--- src/design/byte_stuffed_packet_receiver_core_assert.svh ---
// ============================================================================
// Assertion macros for the byte-stuffed packet receiver
// Clocked on i_clk and held off while i_rst_n is low.
// ============================================================================
`ifndef BYTE_STUFFED_PACKET_RECEIVER_CORE_ASSERT_SVH
`define BYTE_STUFFED_PACKET_RECEIVER_CORE_ASSERT_SVH

// Same-cycle implication
`define BSPR_ASSERT_NOW(lbl, ante, cons, msg) \
    lbl: assert property (@(posedge i_clk) disable iff (!i_rst_n) (ante) |-> (cons)) \
        else $error(msg);

// Next-cycle implication
`define BSPR_ASSERT_NEXT(lbl, ante, cons, msg) \
    lbl: assert property (@(posedge i_clk) disable iff (!i_rst_n) (ante) |=> (cons)) \
        else $error(msg);

`endif

--- src/design/bspr_pkg.sv ---
// ============================================================================
// bspr_pkg
// Types, codes and helpers shared by the packet receiver modules.
// ============================================================================
`default_nettype none

package bspr_pkg;

    // Parser phases
    typedef enum logic [2:0] {
        PH_IDLE    = 3'd0,
        PH_START   = 3'd1,
        PH_ADDRESS = 3'd2,
        PH_COUNT   = 3'd3,
        PH_DATA    = 3'd4,
        PH_CRC     = 3'd5
    } t_phase;

    // Result kinds
    localparam logic KIND_DATA   = 1'b0;
    localparam logic KIND_STATUS = 1'b1;

    // Frame status codes
    localparam logic [1:0] STATUS_OK      = 2'd0;
    localparam logic [1:0] STATUS_CRC_ERR = 2'd1;
    localparam logic [1:0] STATUS_TOO_LONG = 2'd2;
    localparam logic [1:0] STATUS_UNUSED  = 2'd3;

    // Configuration register indexes
    localparam int CFG_IDX_W = 3;
    localparam logic [CFG_IDX_W-1:0] REG_FRAME_END     = 3'd0;
    localparam logic [CFG_IDX_W-1:0] REG_ESCAPE        = 3'd1;
    localparam logic [CFG_IDX_W-1:0] REG_ESC_FRAME_END = 3'd2;
    localparam logic [CFG_IDX_W-1:0] REG_ESC_ESCAPE    = 3'd3;
    localparam logic [CFG_IDX_W-1:0] REG_CRC_START     = 3'd4;
    localparam logic [CFG_IDX_W-1:0] REG_CRC_POLY      = 3'd5;
    localparam logic [CFG_IDX_W-1:0] REG_MAX_LENGTH    = 3'd6;

    // Register reset values
    localparam logic [7:0] RST_FRAME_END     = 8'd192;
    localparam logic [7:0] RST_ESCAPE        = 8'd219;
    localparam logic [7:0] RST_ESC_FRAME_END = 8'd220;
    localparam logic [7:0] RST_ESC_ESCAPE    = 8'd221;
    localparam logic [7:0] RST_CRC_START     = 8'd222;
    localparam logic [7:0] RST_CRC_POLY      = 8'd140;
    localparam logic [7:0] RST_MAX_LENGTH    = 8'd64;

    // Address byte flag (top bit)
    localparam int ADDR_FLAG_BIT = 7;

    // Output stream widths
    localparam int M_TDATA_W = 48;
    localparam int M_PAD_W   = 6;

    typedef struct packed {
        logic [7:0] frame_end;
        logic [7:0] escape;
        logic [7:0] esc_frame_end;
        logic [7:0] esc_escape;
        logic [7:0] crc_start;
        logic [7:0] crc_poly;
        logic [7:0] max_length;
    } t_cfg;

    typedef struct packed {
        logic       kind;
        logic [7:0] data_byte;
        logic [7:0] data_index;
        logic [6:0] address;
        logic       address_present;
        logic [7:0] command;
        logic [7:0] data_count;
        logic [1:0] status;
    } t_result;

    // Reflected CRC-8 over one byte, LSB first, eight unrolled steps
    function automatic logic [7:0] crc8_feed(input logic [7:0] crc_in,
                                             input logic [7:0] data_in,
                                             input logic [7:0] poly);
        logic [7:0] crc;
        logic [7:0] d;
        crc = crc_in;
        d   = data_in;
        for (int i = 0; i < 8; i++) begin
            if (crc[0] ^ d[0]) begin
                crc = (crc >> 1) ^ poly;
            end else begin
                crc = crc >> 1;
            end
            d = d >> 1;
        end
        return crc;
    endfunction

endpackage

`default_nettype wire

--- src/design/byte_stuffed_packet_receiver_core.sv ---
// ============================================================================
// byte_stuffed_packet_receiver_core
// Byte-stuffed frame receiver with address, command, length and CRC-8 check.
// ============================================================================
//
//  Channel  Dir  Content
//  -------  ---  ---------------------------------------------------------
//  s        in   raw serial byte per request
//  m        out  data byte (tuser 0) or end-of-frame status (tuser 1)
//  cfg      in   register write: index 0..6, 8-bit data, no read-back
//
//  One byte per cycle while o_s_tready is high; a byte's result is registered in the
//  output register, or in the skid entry when m stalls. The parser, CRC-8 update and
//  output register form a single pass. A two-entry output register/skid pair drops
//  o_s_tready whenever both entries are full, even in a cycle where m accepts.
//  Reset is synchronous and active low; registers return to their defaults.
//
`default_nettype none
`include "byte_stuffed_packet_receiver_core_assert.svh"

module byte_stuffed_packet_receiver_core (
    input  wire                                i_clk,
    input  wire                                i_rst_n,
    // slave stream
    input  wire                                i_s_tvalid,
    output logic                               o_s_tready,
    input  wire  [7:0]                         i_s_tdata,  // [7:0] rx_byte
    // master stream
    output logic                               o_m_tvalid,
    input  wire                                i_m_tready,
    // [7:0] data_byte, [15:8] data_index, [22:16] address,
    // [23] address_present, [31:24] command, [39:32] data_count,
    // [41:40] status, [47:42] zero
    output logic [bspr_pkg::M_TDATA_W-1:0]     o_m_tdata,
    output logic                               o_m_tuser,  // [0] kind
    // configuration write port
    input  wire                                i_cfg_wr_en,
    input  wire  [bspr_pkg::CFG_IDX_W-1:0]     i_cfg_index,
    input  wire  [7:0]                         i_cfg_wdata
);

    bspr_pkg::t_cfg    r_cfg;
    bspr_pkg::t_result w_res;
    logic              w_res_valid;
    logic              w_accept;

    bspr_pkg::t_result r_out, r_skid;
    logic              r_out_valid, r_skid_valid;

    // Configuration registers
    always_ff @(posedge i_clk) begin
        if (!i_rst_n) begin
            r_cfg.frame_end     <= bspr_pkg::RST_FRAME_END;
            r_cfg.escape        <= bspr_pkg::RST_ESCAPE;
            r_cfg.esc_frame_end <= bspr_pkg::RST_ESC_FRAME_END;
            r_cfg.esc_escape    <= bspr_pkg::RST_ESC_ESCAPE;
            r_cfg.crc_start     <= bspr_pkg::RST_CRC_START;
            r_cfg.crc_poly      <= bspr_pkg::RST_CRC_POLY;
            r_cfg.max_length    <= bspr_pkg::RST_MAX_LENGTH;
        end else if (i_cfg_wr_en) begin
            case (i_cfg_index)
                bspr_pkg::REG_FRAME_END:     r_cfg.frame_end     <= i_cfg_wdata;
                bspr_pkg::REG_ESCAPE:        r_cfg.escape        <= i_cfg_wdata;
                bspr_pkg::REG_ESC_FRAME_END: r_cfg.esc_frame_end <= i_cfg_wdata;
                bspr_pkg::REG_ESC_ESCAPE:    r_cfg.esc_escape    <= i_cfg_wdata;
                bspr_pkg::REG_CRC_START:     r_cfg.crc_start     <= i_cfg_wdata;
                bspr_pkg::REG_CRC_POLY:      r_cfg.crc_poly      <= i_cfg_wdata;
                bspr_pkg::REG_MAX_LENGTH:    r_cfg.max_length    <= i_cfg_wdata;
                default: begin
                end
            endcase
        end
    end

    // Input side: blocked only while the skid entry is occupied
    assign o_s_tready = !r_skid_valid;
    assign w_accept   = i_s_tvalid && o_s_tready;

    bspr_parser u_parser (
        .i_clk       (i_clk),
        .i_rst_n     (i_rst_n),
        .i_valid     (w_accept),
        .i_byte      (i_s_tdata),
        .i_cfg       (r_cfg),
        .o_res_valid (w_res_valid),
        .o_res       (w_res)
    );

    // Output register with skid entry
    always_ff @(posedge i_clk) begin
        if (!i_rst_n) begin
            r_out_valid  <= 1'b0;
            r_skid_valid <= 1'b0;
        end else if (!r_out_valid || i_m_tready) begin
            if (r_skid_valid) begin
                r_out_valid  <= 1'b1;
                r_skid_valid <= 1'b0;
            end else begin
                r_out_valid  <= w_res_valid;
            end
        end else if (w_res_valid) begin
            r_skid_valid <= 1'b1;
        end
    end

    // Payload follows the valid flags
    always_ff @(posedge i_clk) begin
        if (!r_out_valid || i_m_tready) begin
            r_out <= r_skid_valid ? r_skid : w_res;
        end else if (w_res_valid) begin
            r_skid <= w_res;
        end
    end

    assign o_m_tvalid = r_out_valid;
    assign o_m_tuser  = r_out.kind;
    assign o_m_tdata  = {{bspr_pkg::M_PAD_W{1'b0}}, r_out.status, r_out.data_count,
                         r_out.command, r_out.address_present, r_out.address,
                         r_out.data_index, r_out.data_byte};

    // Checks
    `BSPR_ASSERT_NOW(a_skid_needs_out, r_skid_valid, r_out_valid,
        "skid entry held while output register empty")
    `BSPR_ASSERT_NEXT(a_stall_to_skid,
        r_out_valid && !i_m_tready && w_res_valid && !r_skid_valid, r_skid_valid,
        "result under output stall not captured in skid entry")
    `BSPR_ASSERT_NOW(a_status_code, o_m_tvalid, o_m_tdata[41:40] != bspr_pkg::STATUS_UNUSED,
        "undefined status code on output")
    `BSPR_ASSERT_NOW(a_data_status_ok, o_m_tvalid && o_m_tuser == bspr_pkg::KIND_DATA,
        o_m_tdata[41:40] == bspr_pkg::STATUS_OK,
        "data result carries non-zero status")

endmodule

`default_nettype wire

--- src/design/bspr_parser.sv ---
// ============================================================================
// bspr_parser
// Destuffing, frame parsing and running CRC-8; one byte per cycle while i_valid is high.
// ============================================================================
`default_nettype none

module bspr_parser (
    input  wire                 i_clk,
    input  wire                 i_rst_n,
    input  wire                 i_valid,
    input  wire  [7:0]          i_byte,
    input  bspr_pkg::t_cfg      i_cfg,
    output logic                o_res_valid,
    output bspr_pkg::t_result   o_res
);

    bspr_pkg::t_phase r_phase, n_phase;
    logic             r_esc_pend, n_esc_pend;
    logic [7:0]       r_crc, n_crc;
    logic [6:0]       r_addr, n_addr;
    logic             r_has_addr, n_has_addr;
    logic [7:0]       r_cmd, n_cmd;
    logic [7:0]       r_decl, n_decl;
    logic [7:0]       r_recv, n_recv;

    logic             w_raw_fe;
    bspr_pkg::t_phase w_phase;
    logic [7:0]       w_byte;
    logic [7:0]       w_crc_next;
    logic [7:0]       w_recv_inc;

    // State registers
    always_ff @(posedge i_clk) begin
        if (!i_rst_n) begin
            r_phase    <= bspr_pkg::PH_IDLE;
            r_esc_pend <= 1'b0;
            r_crc      <= '0;
            r_addr     <= '0;
            r_has_addr <= 1'b0;
            r_cmd      <= '0;
            r_decl     <= '0;
            r_recv     <= '0;
        end else begin
            r_phase    <= n_phase;
            r_esc_pend <= n_esc_pend;
            r_crc      <= n_crc;
            r_addr     <= n_addr;
            r_has_addr <= n_has_addr;
            r_cmd      <= n_cmd;
            r_decl     <= n_decl;
            r_recv     <= n_recv;
        end
    end

    // Raw frame end resynchronises before destuffing
    assign w_raw_fe   = (i_byte == i_cfg.frame_end);
    assign w_phase    = w_raw_fe ? bspr_pkg::PH_IDLE : r_phase;
    assign w_recv_inc = r_recv + 8'd1;

    // Destuff: map the byte after an escape
    always_comb begin
        w_byte = i_byte;
        if (r_esc_pend) begin
            if (i_byte == i_cfg.esc_frame_end) begin
                w_byte = i_cfg.frame_end;
            end else if (i_byte == i_cfg.esc_escape) begin
                w_byte = i_cfg.escape;
            end
        end
    end

    assign w_crc_next = bspr_pkg::crc8_feed(r_crc, w_byte, i_cfg.crc_poly);

    // Next state and result
    always_comb begin
        n_phase    = r_phase;
        n_esc_pend = r_esc_pend;
        n_crc      = r_crc;
        n_addr     = r_addr;
        n_has_addr = r_has_addr;
        n_cmd      = r_cmd;
        n_decl     = r_decl;
        n_recv     = r_recv;

        o_res_valid            = 1'b0;
        o_res.kind             = bspr_pkg::KIND_DATA;
        o_res.data_byte        = '0;
        o_res.data_index       = '0;
        o_res.address          = r_addr;
        o_res.address_present  = r_has_addr;
        o_res.command          = r_cmd;
        o_res.data_count       = r_decl;
        o_res.status           = bspr_pkg::STATUS_OK;

        if (i_valid) begin
            n_phase = w_phase;
            if (i_byte == i_cfg.escape && !r_esc_pend) begin
                // escape swallowed
                n_esc_pend = 1'b1;
            end else begin
                n_esc_pend = 1'b0;
                case (w_phase)
                    bspr_pkg::PH_IDLE: begin
                        if (w_byte == i_cfg.frame_end) begin
                            n_phase    = bspr_pkg::PH_START;
                            n_crc      = bspr_pkg::crc8_feed(i_cfg.crc_start,
                                                             i_cfg.frame_end,
                                                             i_cfg.crc_poly);
                            n_has_addr = 1'b0;
                            n_addr     = '0;
                        end
                    end
                    bspr_pkg::PH_START: begin
                        if (w_byte[bspr_pkg::ADDR_FLAG_BIT]) begin
                            n_addr     = w_byte[6:0];
                            n_has_addr = 1'b1;
                            n_crc      = bspr_pkg::crc8_feed(r_crc, {1'b0, w_byte[6:0]},
                                                             i_cfg.crc_poly);
                            n_phase    = bspr_pkg::PH_ADDRESS;
                        end else begin
                            n_addr  = '0;
                            n_cmd   = w_byte;
                            n_crc   = w_crc_next;
                            n_phase = bspr_pkg::PH_COUNT;
                        end
                    end
                    bspr_pkg::PH_ADDRESS: begin
                        n_cmd   = w_byte;
                        n_crc   = w_crc_next;
                        n_phase = bspr_pkg::PH_COUNT;
                    end
                    bspr_pkg::PH_COUNT: begin
                        n_decl = w_byte;
                        n_recv = '0;
                        n_crc  = w_crc_next;
                        if (w_byte > i_cfg.max_length) begin
                            // oversize: status now, back to idle
                            n_phase          = bspr_pkg::PH_IDLE;
                            o_res_valid      = 1'b1;
                            o_res.kind       = bspr_pkg::KIND_STATUS;
                            o_res.data_count = w_byte;
                            o_res.status     = bspr_pkg::STATUS_TOO_LONG;
                        end else if (w_byte != 8'd0) begin
                            n_phase = bspr_pkg::PH_DATA;
                        end else begin
                            n_phase = bspr_pkg::PH_CRC;
                        end
                    end
                    bspr_pkg::PH_DATA: begin
                        n_crc  = w_crc_next;
                        n_recv = w_recv_inc;
                        if (w_recv_inc == r_decl) begin
                            n_phase = bspr_pkg::PH_CRC;
                        end
                        o_res_valid      = 1'b1;
                        o_res.data_byte  = w_byte;
                        o_res.data_index = r_recv;
                    end
                    bspr_pkg::PH_CRC: begin
                        n_phase      = bspr_pkg::PH_IDLE;
                        o_res_valid  = 1'b1;
                        o_res.kind   = bspr_pkg::KIND_STATUS;
                        o_res.status = (w_byte == r_crc) ? bspr_pkg::STATUS_OK
                                                         : bspr_pkg::STATUS_CRC_ERR;
                    end
                    default: begin
                        n_phase = bspr_pkg::PH_IDLE;
                    end
                endcase
            end
        end
    end

endmodule

`default_nettype wire
--- config.mk ---
export PLATFORM = sky130hd
export DESIGN_NAME = byte_stuffed_packet_receiver_core
export DESIGN_NICKNAME = d
export VERILOG_FILES = /design/src/design/bspr_pkg.sv /design/src/design/byte_stuffed_packet_receiver_core.sv /design/src/design/bspr_parser.sv
export VERILOG_INCLUDE_DIRS = /design/src /design/src/design
export SDC_FILE = /design/constraint.sdc
export NUM_CORES = 1
export LEC_CHECK = 0
export BUFFER_PORTS_ARGS = -buffer_cell sky130_fd_sc_hd__buf_2
export CORE_ASPECT_RATIO = 1.4
export CORE_MARGIN = 10
export CORE_UTILIZATION = 63
export CTS_BUF_LIST = sky130_fd_sc_hd__clkbuf_8
export DETAILED_ROUTE_END_ITERATION = 8
export HOLD_SLACK_MARGIN = 0.1
export PLACE_DENSITY = 0.9
export SYNTH_ARGS = -nofsm -noshare
export SYNTH_HDL_FRONTEND = slang
export SYNTH_SLANG_ARGS = --single-unit
--- constraint.sdc ---
create_clock -name i_clk -period 6.4 [get_ports i_clk]
set_clock_uncertainty 0.2 [all_clocks]
set_input_delay 0.32 -clock i_clk [delete_from_list [all_inputs] [get_ports i_clk]]
set_output_delay 0.32 -clock i_clk [all_outputs]
set_load 0.03 [all_outputs]
Word-level counts from Yosys, hierarchy flattened
Cells that the tools add are included.

operators by class
  $add $sub $neg = 1
  multipliers = 0
  divide/modulo/power cells = 0
  order comparisons = 1
  equal/unequal tests = 21
  shift-type cells = 0
  muxes and demuxes = 119
  bitwise logic cells = 48
  reductions and logical operators = 30

operators by type and width
  cell                                                 count
  2-to-1 mux 8 bit                                     86
  XOR 7 x 8 -> 8 bit                                   23
  equality test 8 bit                                  7
  2-to-1 mux 43 bit                                    1
  2-to-1 mux 17 bit                                    2
  one-hot mux 8 bit (2 select lines)                   2
  2-to-1 mux 10 bit                                    3
  one-hot mux 8 bit (3 select lines)                   1
  XOR 1 bit                                            22
  2-to-1 mux 16 bit                                    1
  AND reduction 2 bit                                  8
  equality test 3 bit, second input constant           5
  2-to-1 mux 3 bit                                     5
  one-hot mux 3 bit (5 select lines)                   1
  2-to-1 mux 7 bit                                     2
  one-hot mux 7 bit (2 select lines)                   1
  equality test 3 x 2 -> 1 bit, second input constant  4
  AND reduction 4 bit                                  3
  2-to-1 mux 1 bit                                     10
  adder 8 x 1 -> 8 bit, second input constant          1
  > comparator 8 bit                                   1
  nonzero test 8 bit                                   1
  equality test 3 x 1 -> 1 bit, second input constant  2
  logical NOT 3 bit                                    2
  other kinds (14)                                     26

storage, ports and cells
  bits in registers = 188
  bits in latches = 0
  RAM bits = 0
  bits in read-only memories = 0
  memories kept = 0

Logic depth before layout (Yosys ltp)
Gate-level depths: netlist (run 1).

  depth after elaboration = 50
  gate-level depth with buffers = 24

Modules after synthesis
A second synthesis (run 1) with hierarchy kept.

second synthesis, totals
  cell total of the unflattened synthesis = 1264
  area total of the unflattened synthesis = 11991.5 um^2

by module, submodules not included
  module                             times used  cells each  area each (um^2)  seq. area each (um^2)
  bspr_parser                        1           902         6536.3            880.8
  byte_stuffed_packet_receiver_core  1           362         5455.2            3743.6

Worst setup path after synthesis (run 1)
OpenSTA, ideal clock, no wires.

  path type = input to register
  start = input i_s_tdata[6]
  end = register r_skid[0] (netlist name), enable pin
  arrival = 4.878 ns
  slack = 0.878 ns
  stages on the path = 19
  path through = buf_2 xnor2_2 nand4_2 nor2_4 o21a_1 clkbuf_1 o21ai_0 inv_1 ha_1 nor2b_1 o21a_1 o21ai_0 nand2b_1 a21oi_1 o21ai_0 o21ai_0 o21ai_0 nand2_1 nor2_1

on the way
  longest elaborated chain between the ends = 10
  elaborated cells between the ends (all ways) = 19
  classes of those cells = order compare: 1; eq/ne: 7; mux: 8; reduce/logical: 3

ends and longest elaborated chain
  what                                    RTL line                                  text
  start: declaration                      byte_stuffed_packet_receiver_core.sv:27   input wire [7:0] i_s_tdata,
  equality test 8 bit                     bspr_parser.sv:66                         end else if (i_byte == i_cfg.esc_escape) begin
  2-to-1 mux 8 bit                        bspr_parser.sv:66
  2-to-1 mux 8 bit *                      bspr_parser.sv:64                         if (i_byte == i_cfg.esc_frame_end) begin
  2-to-1 mux 8 bit *                      bspr_parser.sv:63                         if (r_esc_pend) begin
  net u_parser.w_byte[1]                  bspr_parser.sv:28                         logic [7:0] w_byte;
  > comparator 8 bit *                    bspr_parser.sv:136                        if (w_byte > i_cfg.max_length) begin
  2-to-1 mux 1 bit *                      bspr_parser.sv:136
  one-hot mux 1 bit (2 select lines) *    bspr_parser.sv:102                        case (w_phase)
  2-to-1 mux 1 bit *                      bspr_parser.sv:97                         if (i_byte == i_cfg.escape && !r_esc_pend) begin
  2-to-1 mux 1 bit *                      bspr_parser.sv:95                         if (i_valid) begin
  AND reduction 2 bit (no source line) *  -
  end signal: assignment                  byte_stuffed_packet_receiver_core.sv:111  r_skid <= w_res;
  end: declaration                        byte_stuffed_packet_receiver_core.sv:47   bspr_pkg::t_result r_out, r_skid;

The timed path passes the listed nets; every way through them passes the cells marked *.
A chain may end at the register's enable or synchronous reset.

Worst setup path in the final report (run 1)
  start = register r_cfg[25] (netlist name)
  end = register u_parser.r_crc[6]

on the way
  longest elaborated chain between the ends = 50
  elaborated cells between the ends (all ways) = 80
  classes of those cells = eq/ne: 3; mux: 48; bitwise: 28; reduce/logical: 1

ends and longest elaborated chain
  what                                RTL line                                 text
  start: declaration                  byte_stuffed_packet_receiver_core.sv:42  bspr_pkg::t_cfg r_cfg;
  equality test 8 bit *               bspr_parser.sv:66
  2-to-1 mux 8 bit *                  bspr_parser.sv:66
  2-to-1 mux 8 bit *                  bspr_parser.sv:64
  2-to-1 mux 8 bit *                  bspr_parser.sv:63
  XOR 1 bit                           bspr_pkg.sv:85                           if (crc[0] ^ d[0]) begin
  2-to-1 mux 8 bit                    bspr_pkg.sv:85
  2-to-1 mux 8 bit                    bspr_parser.sv:114                       if (w_byte[bspr_pkg::ADDR_FLAG_BIT]) begin
  2-to-1 mux 8 bit                    bspr_parser.sv:102
  [... 34 more ...]                   -
  2-to-1 mux 8 bit                    bspr_parser.sv:114
  2-to-1 mux 8 bit                    bspr_parser.sv:102
  2-to-1 mux 8 bit                    bspr_parser.sv:97
  2-to-1 mux 8 bit                    bspr_parser.sv:95
  XOR 7 x 8 -> 8 bit                  bspr_pkg.sv:86                           crc = (crc >> 1) ^ poly;
  2-to-1 mux 8 bit                    bspr_pkg.sv:85
  2-to-1 mux 8 bit                    bspr_parser.sv:114
  one-hot mux 8 bit (3 select lines)  bspr_parser.sv:102
  end signal: assignment              bspr_parser.sv:46                        r_crc <= n_crc;
  end: declaration                    bspr_parser.sv:19                        logic [7:0] r_crc, n_crc;

Every way passes the cells marked *; elsewhere a longest branch is shown, timed or not. The select of a mux whose other input is x is not followed.

==> results.toml, run 1 <==
[run_status]
status = "finished, final reports clean"

[timing]
setup_tns_ns = 0
slew_violations = 0
min_period_over_period_pct = 89.25
period_needed_ns = 5.712
setup_viol = 0
hold_viol = 0
slew-limit-headroom_pct = 28.72
worstMarginPinSlew_ns = 1.061
rsz0062_at_grt = "no"
fmax_ghz = 0.1751

[detailed_routing]
vias = 9597
antenna_left = 0
drc = 0
viasPerCell = 6.164
drt-pass1-iter-count = 6
wirelength_um = 29710
drt_iter0_markers = 1017
wl_per_cell_um = 19.08

[synthesis]
yosys.area.top_type = "edfxtp_1"
yosysUniqueCellTypes = 85
syn_area_per_cell_um2 = 8.970
seq_area_frac_synth_pct = 40.62
yosys_most_used_dff = "dfxtp_1"
synth.top_cell.area_share_pct = 22.69
synth_cells = 1269
synth_seq_cells = 188
synth_edf_count = 86
synth_area_mm2 = 0.01138
ys_async_sr_fraction_pct = 0
synth_warnings = 0
synthTopCellsByArea = "edfxtp_1 23%, dfxtp_1 18%, xnor2_1 9.2%"

[global_routing]
antenna_found_initial = 0
grt_pass1_vias = 9258
grt_pass1_wl_um = 47560
grt_overflow = 0
grt_usage_pct = 24.67
grt_max_degree = 104

[power]
power_density_mw_per_mm2 = 207.6
leakage_uw = 0.004891
finalPower_uw = 2549
peakVddDrop_mv = 0.1456

[finish]
nNetsFinal = 1337
n_antenna_cell = 0
syn2layout_area_growth_pct = 7.870
final_cell_mix = "265 x nand2_1, 120 x xnor2_1, 102 x dfxtp_1, 86 x edfxtp_1, 68 x buf_2"
final_common_cell = "nand2_1"
drive_above_1_share_pct = 13.52

[floorplanning]
die_area_mm2 = 0.02392
die_h_um = 179.1
ios = 75
initial_core_util_pct = 63.77
die_x_um = 133.6
core_area_mm2 = 0.01785
rows = 58

[critical_path]
crit_required_ns = 6.57
critPathMaxFanout = 8
r2r_cells = 17
critPathCaptureType = "register"
r2r_start = "r_cfg[25]"
crit_type = "reg -> reg"
regToRegEndpoint = "u_parser.r_crc[6]"
crit_path_start_kind = "register"
arrival_ns = 5.88
reg2reg_slack_ns = 0.69

[cts]
cts.sinks = 188
cts_resized = 0
clock_latency_ns = 0.49
clock_path_buffers = 2
hold_buffers = 9
htreeDepth = 4
cts_tree = "built"
clkTransAtPathRegs_ns = 0.10
post_cts_buffers = 0
clockRootBuffer = "clkbuf_8"
cts_buffers = 17

[min_path]
min_path_type = "in -> reg"
worstHoldStart = "i_cfg_index[0]"
holdPathStages = 4
holdPathEnd = "r_cfg[54]"

[placement]
gp_congestion = 0.9964
portBuffers = 68
hpwl_um = 21210

[job]
drv_cap = 0
==> final cells by class <==
class                           instances  area (µm²)
Tap cell                              240       300.3
Fill cell                            1409        5573
Inverter                               30       112.6
Timing Repair Buffer                   93       550.5
Clock buffer                           17       234.0
Multi-Input combinational cell        974        6282
Clock inverter                         15       175.2
Sequential cell                       188        4624
==> Yosys cell counts, types with 25 or more instances <==
cell type and count:
nand2_1 265, xnor2_1 120, dfxtp_1 102, edfxtp_1 86, clkbuf_1 58, nand3_1 55, o21ai_0 52, nor2_1 49
and2_1 37, a21boi_0 31, a21oi_1 31, inv_1 27, nor3_1 26, xor2_1 25
==> per-stage QoR <==
step                      worst slack [ns]  util, %  area, µm²  hold slack [ns]  std cells
after global routing                0.3837    68.78      12280           0.1814       1557
after detailed placement            0.7257    65.99      11780           0.2421       1516
final                               0.6882    68.78      12280           0.1374       1557
after floorplan                     0.8785        -      11400           0.2261       1274
after global placement              0.8196    65.99      11780           0.2375       1516
after CTS                           0.8970    68.78      12280           0.1217       1557
==> state kept, by name, indices dropped and copies added (netlist names) <==
signal and flops:
o_m_tvalid 1, o_m_tdata 42, u_parser.r_phase 3, u_parser.r_esc_pend 1, o_m_tuser 1, u_parser.r_has_addr 1, u_parser.r_recv 8, r_skid 43
r_cfg 56, u_parser.r_decl 8, u_parser.r_addr 7, r_skid_valid 1, u_parser.r_crc 8, u_parser.r_cmd 8
==> worst max-delay path: stages (launching register included) <==
cell and delay [ns]:
dfxtp_1 0.38, xnor2_1 0.13, nand4_1 0.28, a211oi_2 0.64
a31oi_1 0.29, o211a_1 0.23, nor4_1 0.59, o32ai_1 0.22
o31a_1 0.33, a2111oi_0 0.47, a21oi_1 0.10, o221ai_1 0.28
xor2_1 0.36, xnor2_1 0.15, xnor2_1 0.29, o22ai_2 0.18
a2111oi_2 0.38, nor3_1 0.09
==> routing by layer <==
metal	global-route usage, %	share of wire [%]
met3	5.609	6.9
met1	26.47	38
met4	15.91	6.2
met2	43.00	49
met5	0	0
==> report_power, final <==
group / switching (µW) / internal [µW]
clock network: 481 / 329
logic: 267 / 198
registers: 18.1 / 1250
total: 767 / 1780
==> worst max-delay path by stage <==
stage	to	slack [ns]	from	depth (start not counted)
final	u_parser.r_crc[6]	0.69	r_cfg[25]	17
after global routing	u_parser.r_crc[5]	0.38	r_cfg[27]	17
after CTS	u_parser.r_crc[6]	0.90	r_cfg[35]	17
after detailed placement	u_parser.r_crc[0]	0.73	i_s_tdata[1]	18
after global placement	u_parser.r_crc[0]	0.82	i_s_tdata[2]	18
after floorplan	r_skid[0]	0.88	i_s_tdata[6]	19
==> cell families (layout without fill, tap and decap cells) <==
logic type                 Yosys count  in the layout  synth area share, %
and+or+nand+nor                    516            516                21.10
muxes                               28             28                2.715
DFF                                188            188                40.62
adders and majority gates            9              9               0.9892
AOI/OAI and AO/OA                  256            256                16.73
other                                1              6              0.03294
xor gates and xnor gates           159            159                13.37
buffers and inverters              112            155                4.440
(Power assumes the default switching activity.)
==> run 2, diff against run 1 <==
--- a/config.mk
+++ b/config.mk
@@ -6,14 +6,14 @@
 export SDC_FILE = /design/constraint.sdc
 export NUM_CORES = 1
 export LEC_CHECK = 0
-export BUFFER_PORTS_ARGS = -buffer_cell sky130_fd_sc_hd__buf_2
 export CORE_ASPECT_RATIO = 1.4
 export CORE_MARGIN = 10
-export CORE_UTILIZATION = 63
-export CTS_BUF_LIST = sky130_fd_sc_hd__clkbuf_8
+export CORE_UTILIZATION = 65
+export CTS_BUF_LIST = sky130_fd_sc_hd__clkbuf_4 sky130_fd_sc_hd__clkbuf_8 sky130_fd_sc_hd__clkbuf_16
 export DETAILED_ROUTE_END_ITERATION = 8
+export DONT_BUFFER_PORTS = 1
 export HOLD_SLACK_MARGIN = 0.1
-export PLACE_DENSITY = 0.9
+export PLACE_DENSITY = 0.89
 export SYNTH_ARGS = -nofsm -noshare
 export SYNTH_HDL_FRONTEND = slang
 export SYNTH_SLANG_ARGS = --single-unit
==> results.toml, run 2 (synthesis gave the netlist of run 1 again) <==
[run_status]
status = "finished, final reports clean"

[critical_path]
critPathCaptureType = "register"
crit_required_ns = 6.56
worstSetupStartpoint = "r_cfg[48]"
crit_type = "reg -> reg"
r2r_cells = 16
regToRegEndpoint = "u_parser.r_crc[2]"
cp-endpoint = "u_parser.r_crc[2]"
arrival_ns = 5.98
critPathMaxFanout = 11
reg2reg_slack_ns = 0.58
crit_path_start_kind = "register"
r2r_start = "r_cfg[48]"

[cts]
clock_latency_ns = 0.46
clock_path_buffers = 2
cts.sinks = 188
clkTransAtPathRegs_ns = 0.08
cts_buffers = 17
clockRootBuffer = "clkbuf_16"
htreeDepth = 4
cts_resized = 0
post_cts_buffers = 0
cts_tree = "built"

[detailed_routing]
antenna_left = 0
viasPerCell = 6.326
wl_per_cell_um = 20.08
drc = 0
vias = 9508
drt-pass1-iter-count = 6
drt_iter0_markers = 1241
wirelength_um = 30170

[timing]
period_needed_ns = 5.824
fmax_ghz = 0.1717
setup_tns_ns = 0
min_period_over_period_pct = 91.00
slew_violations = 0
setup_viol = 0
slew-limit-headroom_pct = 29.36
rsz0062_at_grt = "no"
worstMarginPinSlew_ns = 1.051
hold_viol = 0

[placement]
portBuffers = 0
gp_congestion = 0.9453
placed_area_mm2 = 0.01140
numPlacedInstances = 1439
hpwl_um = 20640

[power]
swShare_pct = 29.93
clockPowerShare_pct = 39.5
netSwitchingPower_uw = 853.2
power_frac_seq_pct = 44.6
leakage_uw = 0.004697
p_int_uw = 1997
power_density_mw_per_mm2 = 230.6
power_frac_comb_pct = 15.9
finalPower_uw = 2850
peakVddDrop_mv = 0.2645

[finish]
final_common_cell = "nand2_1"
final_cell_mix = "265 x nand2_1, 120 x xnor2_1, 101 x dfxtp_1, 86 x edfxtp_1, 55 x nand3_1"
drive_above_1_share_pct = 8.458
nNetsFinal = 1285
syn2layout_area_growth_pct = 8.596
largest_register = "r_cfg"
largest_reg_flops = 56
final.fill_count = 1273
finalNonFillerCells = 1503
final_cell_area_mm2 = 0.01236

[floorplanning]
die_area_mm2 = 0.02328
rows = 57
die_x_um = 131.8
core_area_mm2 = 0.01726
initial_core_util_pct = 65.96
ios = 75
die_h_um = 176.6

[global_routing]
grt_usage_pct = 25.87
antenna_found_initial = 2
grt_overflow = 0
grt_max_degree = 104
grt_pass1_wl_um = 48910
grt_pass1_vias = 9324

[job]
drv_cap = 0

[min_path]
min_path_type = "in -> reg"
-- run 2: cell types whose count changed in the layout (fill, tap and decap cells not counted), sizes merged --
| cell | previous run | this run |
|---|---|---|
| dlygate4sd3 | 9 | 29 |
| inv | 36 | 38 |
| bufinv | 1 | 0 |
| clkinvlp | 1 | 0 |
| diode | 0 | 2 |
| buf | 84 | 12 |
-- run 2: cell type report --
type,instances,area (µm²),share of cell area [%]
antenna,2,5.005,0.04049
tap,236,295.3,2.389
sequential,188,4626,37.42
timing repair buffer,41,400.4,3.239
multi-input combinational,974,6282,50.82
clock inverter,15,215.2,1.741
inverter,30,112.6,0.9109
clock buffer,17,425.4,3.441
-- run 2: per-stage QoR --
step	utilization, %	worst slack, ns	hold slack (ns)
4_1_cts	71.60	0.6415	0.1011
5_1_grt	71.63	0.07985	0.1327
3_5_place_dp	66.04	0.6931	0.2393
6_report	71.63	0.5757	0.1218
2_1_floorplan	-	0.8785	0.2261
3_3_place_gp	66.04	0.7955	0.2363
-- run 2: power by group through the flow --
stage / logic [µW] / registers (µW) / clock network (µW)
floorplan: 375 / 1290 / 0
global placement: 403 / 1300 / 0
detailed placement: 413 / 1300 / 0
CTS: 446 / 1270 / 1130
global route: 491 / 1270 / 1190
finish: 453 / 1270 / 1130
-- run 2: how the worst min path moves through the flow --
stage | from | to | slack (ns) | cells past startpoint
after floorplan | u_parser.r_cmd[0] | r_skid[10] | 0.23 | 0
after global placement | i_rst_n | r_cfg[24] | 0.24 | 1
after detailed placement | i_rst_n | r_cfg[23] | 0.24 | 1
after CTS | i_s_tdata[5] | u_parser.r_cmd[5] | 0.10 | 3
after global routing | i_s_tdata[5] | u_parser.r_cmd[5] | 0.13 | 3
final | i_s_tdata[5] | u_parser.r_cmd[5] | 0.12 | 3
-- run 2: worst max-delay path, stage by stage (launching register included) --
cell,delay (ns)
dfxtp_1,0.54
xor2_1,0.62
a21oi_1,0.20
o2111a_1,0.33
or2_2,0.35
o21ai_0,0.17
a32oi_1,0.10
xnor2_1,0.66
mux2i_1,0.26
o32ai_1,0.12
xnor2_1,0.53
nand2_1,0.14
xnor2_1,0.61
and3_1,0.25
o311ai_0,0.12
a22o_1,0.27
a311oi_1,0.27
-- run 2: routing by layer --
metal	vias to the layer above	track usage [%]	routed length, µm
met3	112	5.063	2026
met1	4510	28.18	11340
met5	-	0	0
met4	0	15.06	1518
met2	467	46.03	15280
li1	4419	-	-
-- run 2: what timing repair did --
item / CTS / global route
endpoints found under the setup margin: 0 / 0
hold buffers: 30 / 0
hold endpoints to repair: 103 / 0
